### src/sv/cannm_pkg.sv
`default_nettype none
// ----------------------------------------------------------------------------
// cannm_pkg
// Types, codes and constants shared by the CAN network-management controller.
// ----------------------------------------------------------------------------
package cannm_pkg;

	localparam logic [10:0] NM_ID_BASE = 11'd1280;
	localparam logic [10:0] NM_ID_MASK = 11'd1792;

	localparam logic [7:0] CBV_REPEAT_BIT = 8'h01;
	localparam logic [7:0] CBV_WAKEUP_BIT = 8'h10;

	localparam logic [2:0] KIND_TICK   = 3'd0;
	localparam logic [2:0] KIND_MAIN   = 3'd1;
	localparam logic [2:0] KIND_REQ    = 3'd2;
	localparam logic [2:0] KIND_REL    = 3'd3;
	localparam logic [2:0] KIND_RX     = 3'd4;
	localparam logic [2:0] KIND_INIT   = 3'd5;
	localparam logic [2:0] KIND_DEINIT = 3'd6;

	localparam logic [2:0] ST_UNINIT = 3'd0;
	localparam logic [2:0] ST_SLEEP  = 3'd1;
	localparam logic [2:0] ST_PREP   = 3'd2;
	localparam logic [2:0] ST_REPEAT = 3'd3;
	localparam logic [2:0] ST_NORMAL = 3'd4;
	localparam logic [2:0] ST_READY  = 3'd5;

	localparam logic [1:0] MD_SLEEP = 2'd0;
	localparam logic [1:0] MD_PREP  = 2'd1;
	localparam logic [1:0] MD_NET   = 2'd2;

	localparam logic [2:0] CFG_OWN_NODE_ID       = 3'd0;
	localparam logic [2:0] CFG_TIMEOUT_TICKS     = 3'd1;
	localparam logic [2:0] CFG_REPEAT_TICKS      = 3'd2;
	localparam logic [2:0] CFG_WAIT_SLEEP_TICKS  = 3'd3;
	localparam logic [2:0] CFG_CYCLE_TICKS       = 3'd4;
	localparam logic [2:0] CFG_START_DELAY_TICKS = 3'd5;
	localparam logic [2:0] CFG_FAST_SEND_COUNT   = 3'd6;
	localparam logic [2:0] CFG_FAST_CYCLE_TICKS  = 3'd7;

	localparam int CFG_IDX_W  = 3;
	localparam int CFG_DATA_W = 16;

	localparam int FIFO_DEPTH = 4;
	localparam int FIFO_AW    = $clog2(FIFO_DEPTH);
	localparam int FIFO_CW    = $clog2(FIFO_DEPTH + 1);

	typedef struct packed {
		logic [7:0]  own_node_id;
		logic [15:0] timeout_ticks;
		logic [15:0] repeat_ticks;
		logic [15:0] wait_sleep_ticks;
		logic [15:0] cycle_ticks;
		logic [15:0] start_delay_ticks;
		logic [7:0]  fast_send_count;
		logic [15:0] fast_cycle_ticks;
	} cfg_t;

	localparam cfg_t CFG_RESET = '{
		own_node_id:       8'd1,
		timeout_ticks:     16'd2000,
		repeat_ticks:      16'd1500,
		wait_sleep_ticks:  16'd2000,
		cycle_ticks:       16'd1000,
		start_delay_ticks: 16'd100,
		fast_send_count:   8'd3,
		fast_cycle_ticks:  16'd20
	};

	typedef struct packed {
		logic [2:0]  state;
		logic [1:0]  mode;
		logic        req;
		logic        rrep;
		logic        first;
		logic [15:0] tmo;
		logic [15:0] rpt;
		logic [15:0] wsl;
		logic [15:0] cyc;
		logic [7:0]  fast;
		logic [7:0]  cbv;
	} st_t;

	localparam st_t ST_RESET_VAL = '{
		state: ST_SLEEP,
		mode:  MD_SLEEP,
		req:   1'b0,
		rrep:  1'b0,
		first: 1'b1,
		tmo:   16'd0,
		rpt:   16'd0,
		wsl:   16'd0,
		cyc:   16'd0,
		fast:  8'd0,
		cbv:   8'd0
	};

	typedef struct packed {
		logic       tx_valid;
		logic [7:0] tx_cbv;
		logic [2:0] nm_state;
		logic [1:0] nm_mode;
		logic       net_requested;
		logic       sleep_indication;
		logic       network_mode_indication;
		logic       last;
	} res_t;

	typedef struct packed {
		logic en;
		logic two;
		res_t r0;
		res_t r1;
	} push_t;

endpackage
`default_nettype wire

### src/sv/cannm_if.sv
`default_nettype none
// ----------------------------------------------------------------------------
// cannm_if
// Event, result and configuration channels of the network-management block.
// ----------------------------------------------------------------------------
interface cannm_evt_if;
	logic        valid;
	logic        ready;
	logic [2:0]  kind;
	logic [10:0] can_id;
	logic [7:0]  rx_node_id;
	logic [7:0]  rx_cbv;

	modport source (output valid, kind, can_id, rx_node_id, rx_cbv, input ready);
	modport sink   (input valid, kind, can_id, rx_node_id, rx_cbv, output ready);
endinterface

interface cannm_res_if;
	logic       valid;
	logic       ready;
	logic       tx_valid;
	logic [7:0] tx_cbv;
	logic [2:0] nm_state;
	logic [1:0] nm_mode;
	logic       net_requested;
	logic       sleep_indication;
	logic       network_mode_indication;
	logic       last;

	modport source (output valid, tx_valid, tx_cbv, nm_state, nm_mode, net_requested,
		sleep_indication, network_mode_indication, last, input ready);
	modport sink   (input valid, tx_valid, tx_cbv, nm_state, nm_mode, net_requested,
		sleep_indication, network_mode_indication, last, output ready);
endinterface

interface cannm_cfg_if;
	logic        valid;
	logic        ready;
	logic [2:0]  index;
	logic [15:0] data;

	modport source (output valid, index, data, input ready);
	modport sink   (input valid, index, data, output ready);
endinterface
`default_nettype wire

### src/sv/cannm_core.sv
`default_nettype none
// ----------------------------------------------------------------------------
// cannm_core
// NM state, timers and control bits; one registered update per accepted event
// with up to two results handed to the result queue.
// ----------------------------------------------------------------------------
module cannm_core (
	input  wire                 clk,
	input  wire                 arst_n,
	input  wire                 fire,
	input  wire  [2:0]          kind,
	input  wire  [10:0]         can_id,
	input  wire  [7:0]          rx_node_id,
	input  wire  [7:0]          rx_cbv,
	input  cannm_pkg::cfg_t     cfg,
	output cannm_pkg::push_t    push
);
	import cannm_pkg::*;

	st_t        st_q;
	st_t        n;
	res_t       r0;
	res_t       r1;
	logic [1:0] cnt;
	logic       en;
	logic [2:0] tgt;
	logic       put_en;
	logic       ind_s;
	logic       ind_n;
	logic       rep;

	function automatic res_t send_res(input st_t s);
		res_t r;
		r = '0;
		r.tx_valid      = 1'b1;
		r.tx_cbv        = s.cbv;
		r.nm_state      = s.state;
		r.nm_mode       = s.mode;
		r.net_requested = s.req;
		return r;
	endfunction

	function automatic st_t enter_state(input st_t s0, input cfg_t c, input logic [2:0] t);
		st_t s;
		s = s0;
		s.state = t;
		case (t)
			ST_SLEEP: begin
				s.mode = MD_SLEEP;
				s.cyc  = '0;
				s.wsl  = '0;
				s.tmo  = '0;
				s.rpt  = '0;
				s.fast = '0;
			end
			ST_PREP: begin
				s.mode = MD_PREP;
				s.wsl  = c.wait_sleep_ticks;
				s.cyc  = '0;
				s.fast = '0;
			end
			ST_REPEAT: begin
				s.mode   = MD_NET;
				s.rpt    = c.repeat_ticks;
				s.tmo    = c.timeout_ticks;
				s.cbv[4] = s.req;
				s.cbv[0] = s.rrep;
				s.rrep   = 1'b0;
				if (s.first) begin
					s.cyc   = c.start_delay_ticks;
					s.fast  = c.fast_send_count;
					s.first = 1'b0;
				end else begin
					s.cyc = c.cycle_ticks;
				end
			end
			ST_NORMAL: begin
				s.mode   = MD_NET;
				s.tmo    = c.timeout_ticks;
				s.cyc    = c.cycle_ticks;
				s.cbv[0] = 1'b0;
			end
			ST_READY: begin
				s.mode   = MD_NET;
				s.tmo    = c.timeout_ticks;
				s.cyc    = '0;
				s.cbv[0] = 1'b0;
			end
			default: begin
			end
		endcase
		return s;
	endfunction

	always_comb begin
		n      = st_q;
		r0     = '0;
		r1     = '0;
		cnt    = 2'd0;
		en     = 1'b0;
		tgt    = ST_SLEEP;
		put_en = 1'b0;
		ind_s  = 1'b0;
		ind_n  = 1'b0;
		rep    = rx_cbv[0];

		case (kind)
			KIND_TICK: begin
				if (n.state != ST_UNINIT) begin
					if (n.tmo != '0) n.tmo = n.tmo - 16'd1;
					if (n.rpt != '0) n.rpt = n.rpt - 16'd1;
					if (n.wsl != '0) n.wsl = n.wsl - 16'd1;
					if (n.cyc != '0) n.cyc = n.cyc - 16'd1;
				end
			end
			KIND_MAIN: begin
				case (n.state)
					ST_REPEAT: begin
						if (n.cyc == '0) begin
							r0  = send_res(n);
							cnt = 2'd1;
							if (n.fast != '0) begin
								n.fast = n.fast - 8'd1;
								n.cyc  = cfg.fast_cycle_ticks;
							end else begin
								n.cyc = cfg.cycle_ticks;
							end
						end
						if (n.rpt == '0) begin
							en  = 1'b1;
							tgt = n.req ? ST_NORMAL : ST_READY;
						end
					end
					ST_NORMAL: begin
						if (n.cyc == '0) begin
							n.cyc = cfg.cycle_ticks;
							r0    = send_res(n);
							cnt   = 2'd1;
						end
						if (n.tmo == '0) n.tmo = cfg.timeout_ticks;
					end
					ST_READY: begin
						if (n.tmo == '0) begin
							en  = 1'b1;
							tgt = ST_PREP;
						end
					end
					ST_PREP: begin
						if (n.wsl == '0) begin
							en    = 1'b1;
							tgt   = ST_SLEEP;
							ind_s = 1'b1;
						end
					end
					default: begin
					end
				endcase
			end
			KIND_REQ: begin
				n.req = 1'b1;
				if (n.state inside {ST_SLEEP, ST_PREP}) begin
					en  = 1'b1;
					tgt = ST_REPEAT;
				end else if (n.state == ST_READY) begin
					en  = 1'b1;
					tgt = ST_NORMAL;
				end
			end
			KIND_REL: begin
				n.req = 1'b0;
				if (n.state == ST_NORMAL) begin
					en  = 1'b1;
					tgt = ST_READY;
				end
			end
			KIND_RX: begin
				if (((can_id & NM_ID_MASK) == NM_ID_BASE) && (rx_node_id != cfg.own_node_id)) begin
					if (rep) n.rrep = 1'b1;
					case (n.state)
						ST_SLEEP, ST_PREP: begin
							en  = 1'b1;
							tgt = ST_REPEAT;
						end
						ST_REPEAT: begin
							n.tmo = cfg.timeout_ticks;
							if (rep) n.rpt = cfg.repeat_ticks;
						end
						ST_NORMAL, ST_READY: begin
							n.tmo = cfg.timeout_ticks;
							if (rep) begin
								en  = 1'b1;
								tgt = ST_REPEAT;
							end
						end
						default: begin
						end
					endcase
				end
			end
			KIND_INIT: begin
				n = ST_RESET_VAL;
			end
			KIND_DEINIT: begin
				n.state = ST_UNINIT;
			end
			default: begin
			end
		endcase

		if (en) begin
			put_en = (tgt == ST_NORMAL) || ((tgt == ST_REPEAT) && !n.first);
			if (tgt == ST_REPEAT) ind_n = 1'b1;
			n = enter_state(n, cfg, tgt);
			if (put_en) begin
				if (cnt == 2'd0) begin
					r0 = send_res(n);
				end else begin
					r1 = send_res(n);
				end
				cnt = cnt + 2'd1;
			end
		end

		if (cnt == 2'd0) begin
			r0               = '0;
			r0.nm_state      = n.state;
			r0.nm_mode       = n.mode;
			r0.net_requested = n.req;
			cnt              = 2'd1;
		end

		if (cnt == 2'd1) begin
			r0.last                    = 1'b1;
			r0.sleep_indication        = ind_s;
			r0.network_mode_indication = ind_n;
		end else begin
			r1.last                    = 1'b1;
			r1.sleep_indication        = ind_s;
			r1.network_mode_indication = ind_n;
		end
	end

	always_ff @(posedge clk or negedge arst_n) begin
		if (!arst_n) begin
			st_q <= ST_RESET_VAL;
		end else if (fire) begin
			st_q <= n;
		end
	end

	assign push.en  = fire;
	assign push.two = (cnt == 2'd2);
	assign push.r0  = r0;
	assign push.r1  = r1;

endmodule
`default_nettype wire

### src/sv/cannm_res_fifo.sv
`default_nettype none
// ----------------------------------------------------------------------------
// cannm_res_fifo
// Result queue: takes one or two results per transaction, delivers one per
// cycle while the reader is ready.
// ----------------------------------------------------------------------------
module cannm_res_fifo (
	input  wire                 clk,
	input  wire                 arst_n,
	input  cannm_pkg::push_t    push,
	output logic                space,
	output logic                out_valid,
	input  wire                 out_ready,
	output cannm_pkg::res_t     out_res
);
	import cannm_pkg::*;

	res_t               mem_q [FIFO_DEPTH];
	logic [FIFO_AW-1:0] wp_q;
	logic [FIFO_AW-1:0] rp_q;
	logic [FIFO_CW-1:0] cnt_q;
	logic               pop;
	logic [FIFO_CW-1:0] n_push;
	logic [FIFO_AW-1:0] wp1;

	assign space     = (cnt_q <= FIFO_CW'(FIFO_DEPTH - 2));
	assign out_valid = (cnt_q != '0);
	assign out_res   = mem_q[rp_q];
	assign pop       = out_valid && out_ready;
	assign wp1       = wp_q + FIFO_AW'(1);
	assign n_push    = push.en ? (push.two ? FIFO_CW'(2) : FIFO_CW'(1)) : '0;

	always_ff @(posedge clk) begin
		if (push.en) begin
			mem_q[wp_q] <= push.r0;
			if (push.two) mem_q[wp1] <= push.r1;
		end
	end

	always_ff @(posedge clk or negedge arst_n) begin
		if (!arst_n) begin
			wp_q  <= '0;
			rp_q  <= '0;
			cnt_q <= '0;
		end else begin
			wp_q  <= wp_q + FIFO_AW'(n_push);
			if (pop) rp_q <= rp_q + FIFO_AW'(1);
			cnt_q <= cnt_q + n_push - (pop ? FIFO_CW'(1) : FIFO_CW'(0));
		end
	end

endmodule
`default_nettype wire

### src/sv/can_network_management_fsm.sv
`default_nettype none
// ----------------------------------------------------------------------------
// can_network_management_fsm
// CAN network-management controller: event in, frame sends and status out.
// ----------------------------------------------------------------------------
// Results: each event's results go into the result queue and leave in order.
// Throughput: one event per cycle while the four-entry result queue has room
// for two; an event with two frame sends yields two results, read out one per
// cycle while the receiver is ready. Reset: asynchronous; state bus sleep,
// timers and request flags cleared, registers at their defaults, queue empty.
// ----------------------------------------------------------------------------
module can_network_management_fsm (
	input  wire         clk,
	input  wire         arst_n,
	cannm_evt_if.sink   evt,
	cannm_res_if.source res,
	cannm_cfg_if.sink   cfg
);
	import cannm_pkg::*;

	cfg_t  cfg_q;
	push_t push;
	res_t  out_res;
	logic  space;
	logic  fire;

	assign evt.ready = space;
	assign fire      = evt.valid && space;
	assign cfg.ready = 1'b1;

	always_ff @(posedge clk or negedge arst_n) begin
		if (!arst_n) begin
			cfg_q <= CFG_RESET;
		end else if (cfg.valid) begin
			case (cfg.index)
				CFG_OWN_NODE_ID:       cfg_q.own_node_id       <= cfg.data[7:0];
				CFG_TIMEOUT_TICKS:     cfg_q.timeout_ticks     <= cfg.data;
				CFG_REPEAT_TICKS:      cfg_q.repeat_ticks      <= cfg.data;
				CFG_WAIT_SLEEP_TICKS:  cfg_q.wait_sleep_ticks  <= cfg.data;
				CFG_CYCLE_TICKS:       cfg_q.cycle_ticks       <= cfg.data;
				CFG_START_DELAY_TICKS: cfg_q.start_delay_ticks <= cfg.data;
				CFG_FAST_SEND_COUNT:   cfg_q.fast_send_count   <= cfg.data[7:0];
				CFG_FAST_CYCLE_TICKS:  cfg_q.fast_cycle_ticks  <= cfg.data;
				default: begin
				end
			endcase
		end
	end

	cannm_core u_core (
		.clk        (clk),
		.arst_n     (arst_n),
		.fire       (fire),
		.kind       (evt.kind),
		.can_id     (evt.can_id),
		.rx_node_id (evt.rx_node_id),
		.rx_cbv     (evt.rx_cbv),
		.cfg        (cfg_q),
		.push       (push)
	);

	cannm_res_fifo u_fifo (
		.clk       (clk),
		.arst_n    (arst_n),
		.push      (push),
		.space     (space),
		.out_valid (res.valid),
		.out_ready (res.ready),
		.out_res   (out_res)
	);

	assign res.tx_valid                = out_res.tx_valid;
	assign res.tx_cbv                  = out_res.tx_cbv;
	assign res.nm_state                = out_res.nm_state;
	assign res.nm_mode                 = out_res.nm_mode;
	assign res.net_requested           = out_res.net_requested;
	assign res.sleep_indication        = out_res.sleep_indication;
	assign res.network_mode_indication = out_res.network_mode_indication;
	assign res.last                    = out_res.last;

endmodule
`default_nettype wire

### src/flat_wrapper.sv
// flat-port wrapper written by rule: the top's interface ports become plain ports
module can_network_management_fsm_flat import cannm_pkg::*;
  (clk, arst_n, evt_valid, evt_kind, evt_can_id, evt_rx_node_id, evt_rx_cbv, evt_ready, res_valid, res_tx_valid, res_tx_cbv, res_nm_state, res_nm_mode, res_net_requested, res_sleep_indication, res_network_mode_indication, res_last, res_ready, cfg_valid, cfg_index, cfg_data, cfg_ready);
  cannm_evt_if evt_i ();
  cannm_res_if res_i ();
  cannm_cfg_if cfg_i ();
  input  wire clk;
  input  wire arst_n;
  input wire logic [$bits(evt_i.valid)-1:0] evt_valid;
  input wire logic [$bits(evt_i.kind)-1:0] evt_kind;
  input wire logic [$bits(evt_i.can_id)-1:0] evt_can_id;
  input wire logic [$bits(evt_i.rx_node_id)-1:0] evt_rx_node_id;
  input wire logic [$bits(evt_i.rx_cbv)-1:0] evt_rx_cbv;
  output wire logic [$bits(evt_i.ready)-1:0] evt_ready;
  output wire logic [$bits(res_i.valid)-1:0] res_valid;
  output wire logic [$bits(res_i.tx_valid)-1:0] res_tx_valid;
  output wire logic [$bits(res_i.tx_cbv)-1:0] res_tx_cbv;
  output wire logic [$bits(res_i.nm_state)-1:0] res_nm_state;
  output wire logic [$bits(res_i.nm_mode)-1:0] res_nm_mode;
  output wire logic [$bits(res_i.net_requested)-1:0] res_net_requested;
  output wire logic [$bits(res_i.sleep_indication)-1:0] res_sleep_indication;
  output wire logic [$bits(res_i.network_mode_indication)-1:0] res_network_mode_indication;
  output wire logic [$bits(res_i.last)-1:0] res_last;
  input wire logic [$bits(res_i.ready)-1:0] res_ready;
  input wire logic [$bits(cfg_i.valid)-1:0] cfg_valid;
  input wire logic [$bits(cfg_i.index)-1:0] cfg_index;
  input wire logic [$bits(cfg_i.data)-1:0] cfg_data;
  output wire logic [$bits(cfg_i.ready)-1:0] cfg_ready;
  assign evt_i.valid = evt_valid;
  assign evt_i.kind = evt_kind;
  assign evt_i.can_id = evt_can_id;
  assign evt_i.rx_node_id = evt_rx_node_id;
  assign evt_i.rx_cbv = evt_rx_cbv;
  assign evt_ready = evt_i.ready;
  assign res_valid = res_i.valid;
  assign res_tx_valid = res_i.tx_valid;
  assign res_tx_cbv = res_i.tx_cbv;
  assign res_nm_state = res_i.nm_state;
  assign res_nm_mode = res_i.nm_mode;
  assign res_net_requested = res_i.net_requested;
  assign res_sleep_indication = res_i.sleep_indication;
  assign res_network_mode_indication = res_i.network_mode_indication;
  assign res_last = res_i.last;
  assign res_i.ready = res_ready;
  assign cfg_i.valid = cfg_valid;
  assign cfg_i.index = cfg_index;
  assign cfg_i.data = cfg_data;
  assign cfg_ready = cfg_i.ready;
  can_network_management_fsm u_core (.clk(clk), .arst_n(arst_n), .evt(evt_i), .res(res_i), .cfg(cfg_i));
endmodule
### config.mk
export PLATFORM = sky130hd
export DESIGN_NAME = can_network_management_fsm_flat
export DESIGN_NICKNAME = d
export VERILOG_FILES = /design/src/sv/cannm_pkg.sv /design/src/sv/cannm_if.sv /design/src/sv/cannm_core.sv /design/src/sv/cannm_res_fifo.sv /design/src/sv/can_network_management_fsm.sv /design/src/flat_wrapper.sv
export SDC_FILE = /design/constraint.sdc
export NUM_CORES = 1
export LEC_CHECK = 0
export BUFFER_PORTS_ARGS = -buffer_cell sky130_fd_sc_hd__buf_2
export CORE_ASPECT_RATIO = 1.2
export CORE_UTILIZATION = 55
export DETAILED_ROUTE_END_ITERATION = 6
export GPL_TIMING_DRIVEN = 0
export PLACE_DENSITY = 0.71
export SYNTH_ARGS = -nofsm -noshare
export SYNTH_HDL_FRONTEND = slang
export SYNTH_SLANG_ARGS = --single-unit
### constraint.sdc
create_clock -name clk -period 10.9 [get_ports clk]
set_input_delay 0 -clock clk [delete_from_list [all_inputs] [get_ports clk]]
set_output_delay 0 -clock clk [all_outputs]
set_load 0.01 [all_outputs]
==> results.md <==
- Area of the mapped netlist: 15,500 um2
- Leakage power: 6.65 nW
- Hold Path Stages: 4
- Setup tns final: 0 ns
- Sw Pwr: 1.54 mW
- Tightest Pin Transition: about 1.5 ns
- Worst path required time: 11.37 ns
- Reg2Reg Depth: 19
- Hold Crit Endpoint: u_core.cfg_q[88]
- Worst slew margin: 0.0153
- Capture point of the worst reg-to-reg path: u_core.u_fifo.cnt_q[2]
- Area of the die: between 20,000 and 30,000 um2
- Area grow syn2layout: 12.8%
- Core box area: 27,400 um2
- CTS buffer count: 29
- Switching share of total power: 0.382
- Ys flop type: dfrtp_1
- Clock sink count: 279
- Hold Path Class: in -> reg
- Post-layout util: 0.638
- Sequential-to-total area share from yosys stat: 0.477
- #FFs+latches synth: 279
- H-tree Lvls: 1
- Initial antenna violation count: 4
- Startpoint types: flip-flop
- Die height: 186 um
- Starting Density: 0.565
- Post-DP HPWL: 36,600 um
- RSZ-0062 raised after global routing: no
- Die W: around 160 um
- # port buffers: 54
- Post-synth EDFFs: just over 70
- Placement Rows: 66
- TritonCTS clock tree: done
- Crit path arrival time: roughly 6.3 ns
- Share of cells above drive strength 1: 0.195
- Iteration-0 DRC Markers: 1,394
- Fin nets: between 1,500 and 2,000
- Fin. Hold Viols: 0
- Setup WS pre-CTS: 5.25 ns
- CTS Buffer Depth: 3
- Via count: around 13,000
- Share of power burned in registers: 0.403
- IO Pins: between 70 and 80
- Skew-Pair Late Insertion Delay: roughly 0.56 ns
- GPL Wtd Cong: 0.987
- Antenna-violating nets left: 0
- Crit-path max cell delay: 0.54 ns
- Peak supply drop: 0.000172 V
- Fmax: 0.172 GHz
- R2r startpoint: u_core.u_core.st_q[55]
- Wire per inst: 25.3 um
- Synth cell types: 82
- Drt pass-1 iters: 5
- Placed cell count: 1,939
- Combinational Power Share: 0.349
- Finished Layout Cells: 2,014
- Clock Skews: between 0.015 and 0.02 ns
- Final clock period utilization by the worst path: 0.534
- Clock-pin slew on the worst setup and hold paths: 0.07 ns
- Status: finished with violations
- Largest net degree at the start of global routing: 114
- Clk pwr share: 0.249
- CP Capture Type: flip-flop
- Filler cells: around 2,300
- DRC: 0
- Hold slack: between 0.03 and 0.04 ns
- Vias in the first global route: 13,248
- Design area: 17,500 um2
- Placed Area: about 16,000 um2
- Failing checks: max-capacitance violations
- Clock root cell: clkbuf_16
- Worst Hold Launch: cfg_index[0]
- Min setup slack post-route: 5.08 ns
- Fraction of registers with async set/reset: 0.742
- Maxcap violations: 1
- Routed WL: 51,000 um
- R2R Setup Slk: 5.08 ns
- CP Max Fanout: 10
- Pwr Density: 231 nW/um2
- Post-Syn Nets: around 1,600
- Cell Chain, Critical Path: or4_1 > clkbuf_1 > nand4b_1 > nor3_1 > or3_1 > buf_2 > buf_1 > ha_1 > inv_1 > nand2_1 > clkbuf_1 > o21ai_0 > ha_1 > inv_1 > ha_1 > inv_1 > fa_1 > xor2_1 > xnor2_1
- Setup Viol. Count Final: 0
- Routed vias/inst: between 6 and 7
- Post-CTS setup buffer count: 0
- Synth Instances: 1,507
- GRT Total Usage: 0.364
- Final Power: 4.04 mW
- First-pass GRT wire length: approximately 79,000 um
- Congestion Overflow GR: 0
- Max Slew Vio Count: 0
- Yosys warns: 0
- Worst-path cell with the longest stage delay: or4_1
- Internal power: 2.50 mW
- Mean Syn Cell Area: 10.3 um2
- Tmin final: between 5 and 6 ns
- Crit Path Category: reg -> reg
[area by class of cell]
cell class,instances,area (um2),share of cell area
clock buffers,30,739,0.0423
clock inverters,23,218,0.0125
flip-flops and latches,279,7390,0.423
multi-input cells,1094,7600,0.435
well taps,374,468,0.0268
inverters,33,124,0.00709
repair buffers,77,531,0.0304
plain buffers,101,404,0.0231
diodes,3,7.51,0.000429
[power by group through the flow]
| stage | clock (mW) | combinational (mW) | sequential [mW] |
|---|---|---|---|
| floorplan | 0 | 0.968 | 1.55 |
| global placement | 0 | 1.34 | 1.62 |
| detailed placement | 0 | 1.38 | 1.63 |
| CTS | 1.02 | 1.39 | 1.62 |
| global route | 1.06 | 1.53 | 1.66 |
| finish | 1.00 | 1.41 | 1.63 |
[per-layer routing]
metal / part of all wire / vias to the layer above / GRT usage
li1: - / 5985 / -
met1: 0.40 / 6697 / 0.468
met3: 0.071 / 151 / 0.0398
met4: 0.049 / 0 / 0.187
met2: 0.48 / 657 / 0.611
met5: 0 / - / 0
[cell families after synthesis]
kind of cell / count (synthesis) / synth area share
mux: 147 / 0.119
buf+inv: 134 / 0.0341
simple gates: 462 / 0.155
other cells: 1 / 0.000242
xor+xnor: 25 / 0.0141
compound gates: 445 / 0.189
flops: 279 / 0.477
fa+ha+maj: 14 / 0.0118
[worst max-delay path: cells and delay by family (launching register included)]
family / cells / cell delay [ns]
simple gates: 5 / 1.73
buf+inv: 7 / 1.53
fa+ha+maj: 4 / 1.29
flops: 1 / 0.42
compound gates: 1 / 0.40
xor+xnor: 2 / 0.35
[worst max path at each step]
stage,from,endpoint
after floorplan,u_core.cfg_q[110],u_core.u_fifo.mem_q[1][0]
after global placement,u_core.cfg_q[110],u_core.u_fifo.mem_q[1][1]
after detailed placement,u_core.cfg_q[111],u_core.u_fifo.cnt_q[2]
after CTS,u_core.cfg_q[110],u_core.u_fifo.cnt_q[2]
after global routing,u_core.u_core.st_q[85],u_core.u_fifo.cnt_q[2]
final,u_core.u_core.st_q[55],u_core.u_fifo.cnt_q[2]
[cells in the mapped netlist, types with 7 or more instances]
cell,instances,area share
nor2b_1,7,0.0028
mux2i_1,12,0.0078
a22o_1,7,0.0040
mux2_2,117,0.085
o22ai_1,23,0.0093
and2_1,38,0.015
buf_2,14,0.0045
dfstp_2,35,0.059
a21o_1,9,0.0044
a21oi_1,102,0.033
nand4_1,19,0.0077
nor3b_1,8,0.0039
o21ai_0,101,0.033
nand3_1,32,0.010
inv_1,32,0.0078
clkbuf_1,82,0.020
nor2_1,118,0.029
a31oi_1,26,0.010
dfrtp_1,172,0.28
xnor2_1,9,0.0051
nor4_1,22,0.0089
a211oi_1,8,0.0039
and3_1,9,0.0036
o31ai_1,15,0.0073
nor3_1,40,0.013
ha_1,13,0.010
mux4_2,18,0.026
a221o_1,12,0.0078
edfxtp_1,72,0.14
xor2_1,16,0.0090
o221ai_1,11,0.0062
nand2_1,99,0.024
or3_1,20,0.0081
o211ai_1,9,0.0044
a221oi_1,24,0.014
a22oi_1,30,0.015
or4_1,9,0.0044
[flip-flops by register name (all words and copies together) (netlist names)]
| register | count |
|---|---|
| u_core.u_fifo.wp_q | 2 |
| u_core.u_fifo.rp_q | 2 |
| u_core.u_fifo.cnt_q | 3 |
| u_core.u_core.st_q | 88 |
| u_core.u_fifo.mem_q | 72 |
| u_core.cfg_q | 112 |
[cell usage in the layout, fill, tap and decap left out, types with 32 or more instances in the layout]
cell type / Yosys / routed
nor2_1: 118 / 117
dfstp_2: 35 / 35
clkbuf_1: 82 / 82
dfrtp_1: 172 / 172
nor3_1: 40 / 37
and2_1: 38 / 38
inv_1: 32 / 32
o21ai_0: 101 / 101
edfxtp_1: 72 / 72
nand2_1: 99 / 99
nand3_1: 32 / 32
buf_2: 14 / 68
mux2_2: 117 / 117
a21oi_1: 102 / 102
[what timing repair did]
action / CTS / global route
endpoints found under the hold margin: 195 / 0
hold buffers: 18 / 0
gates resized for setup: 0 / 0
No activity file was read; power rests on OpenSTA's default activity.
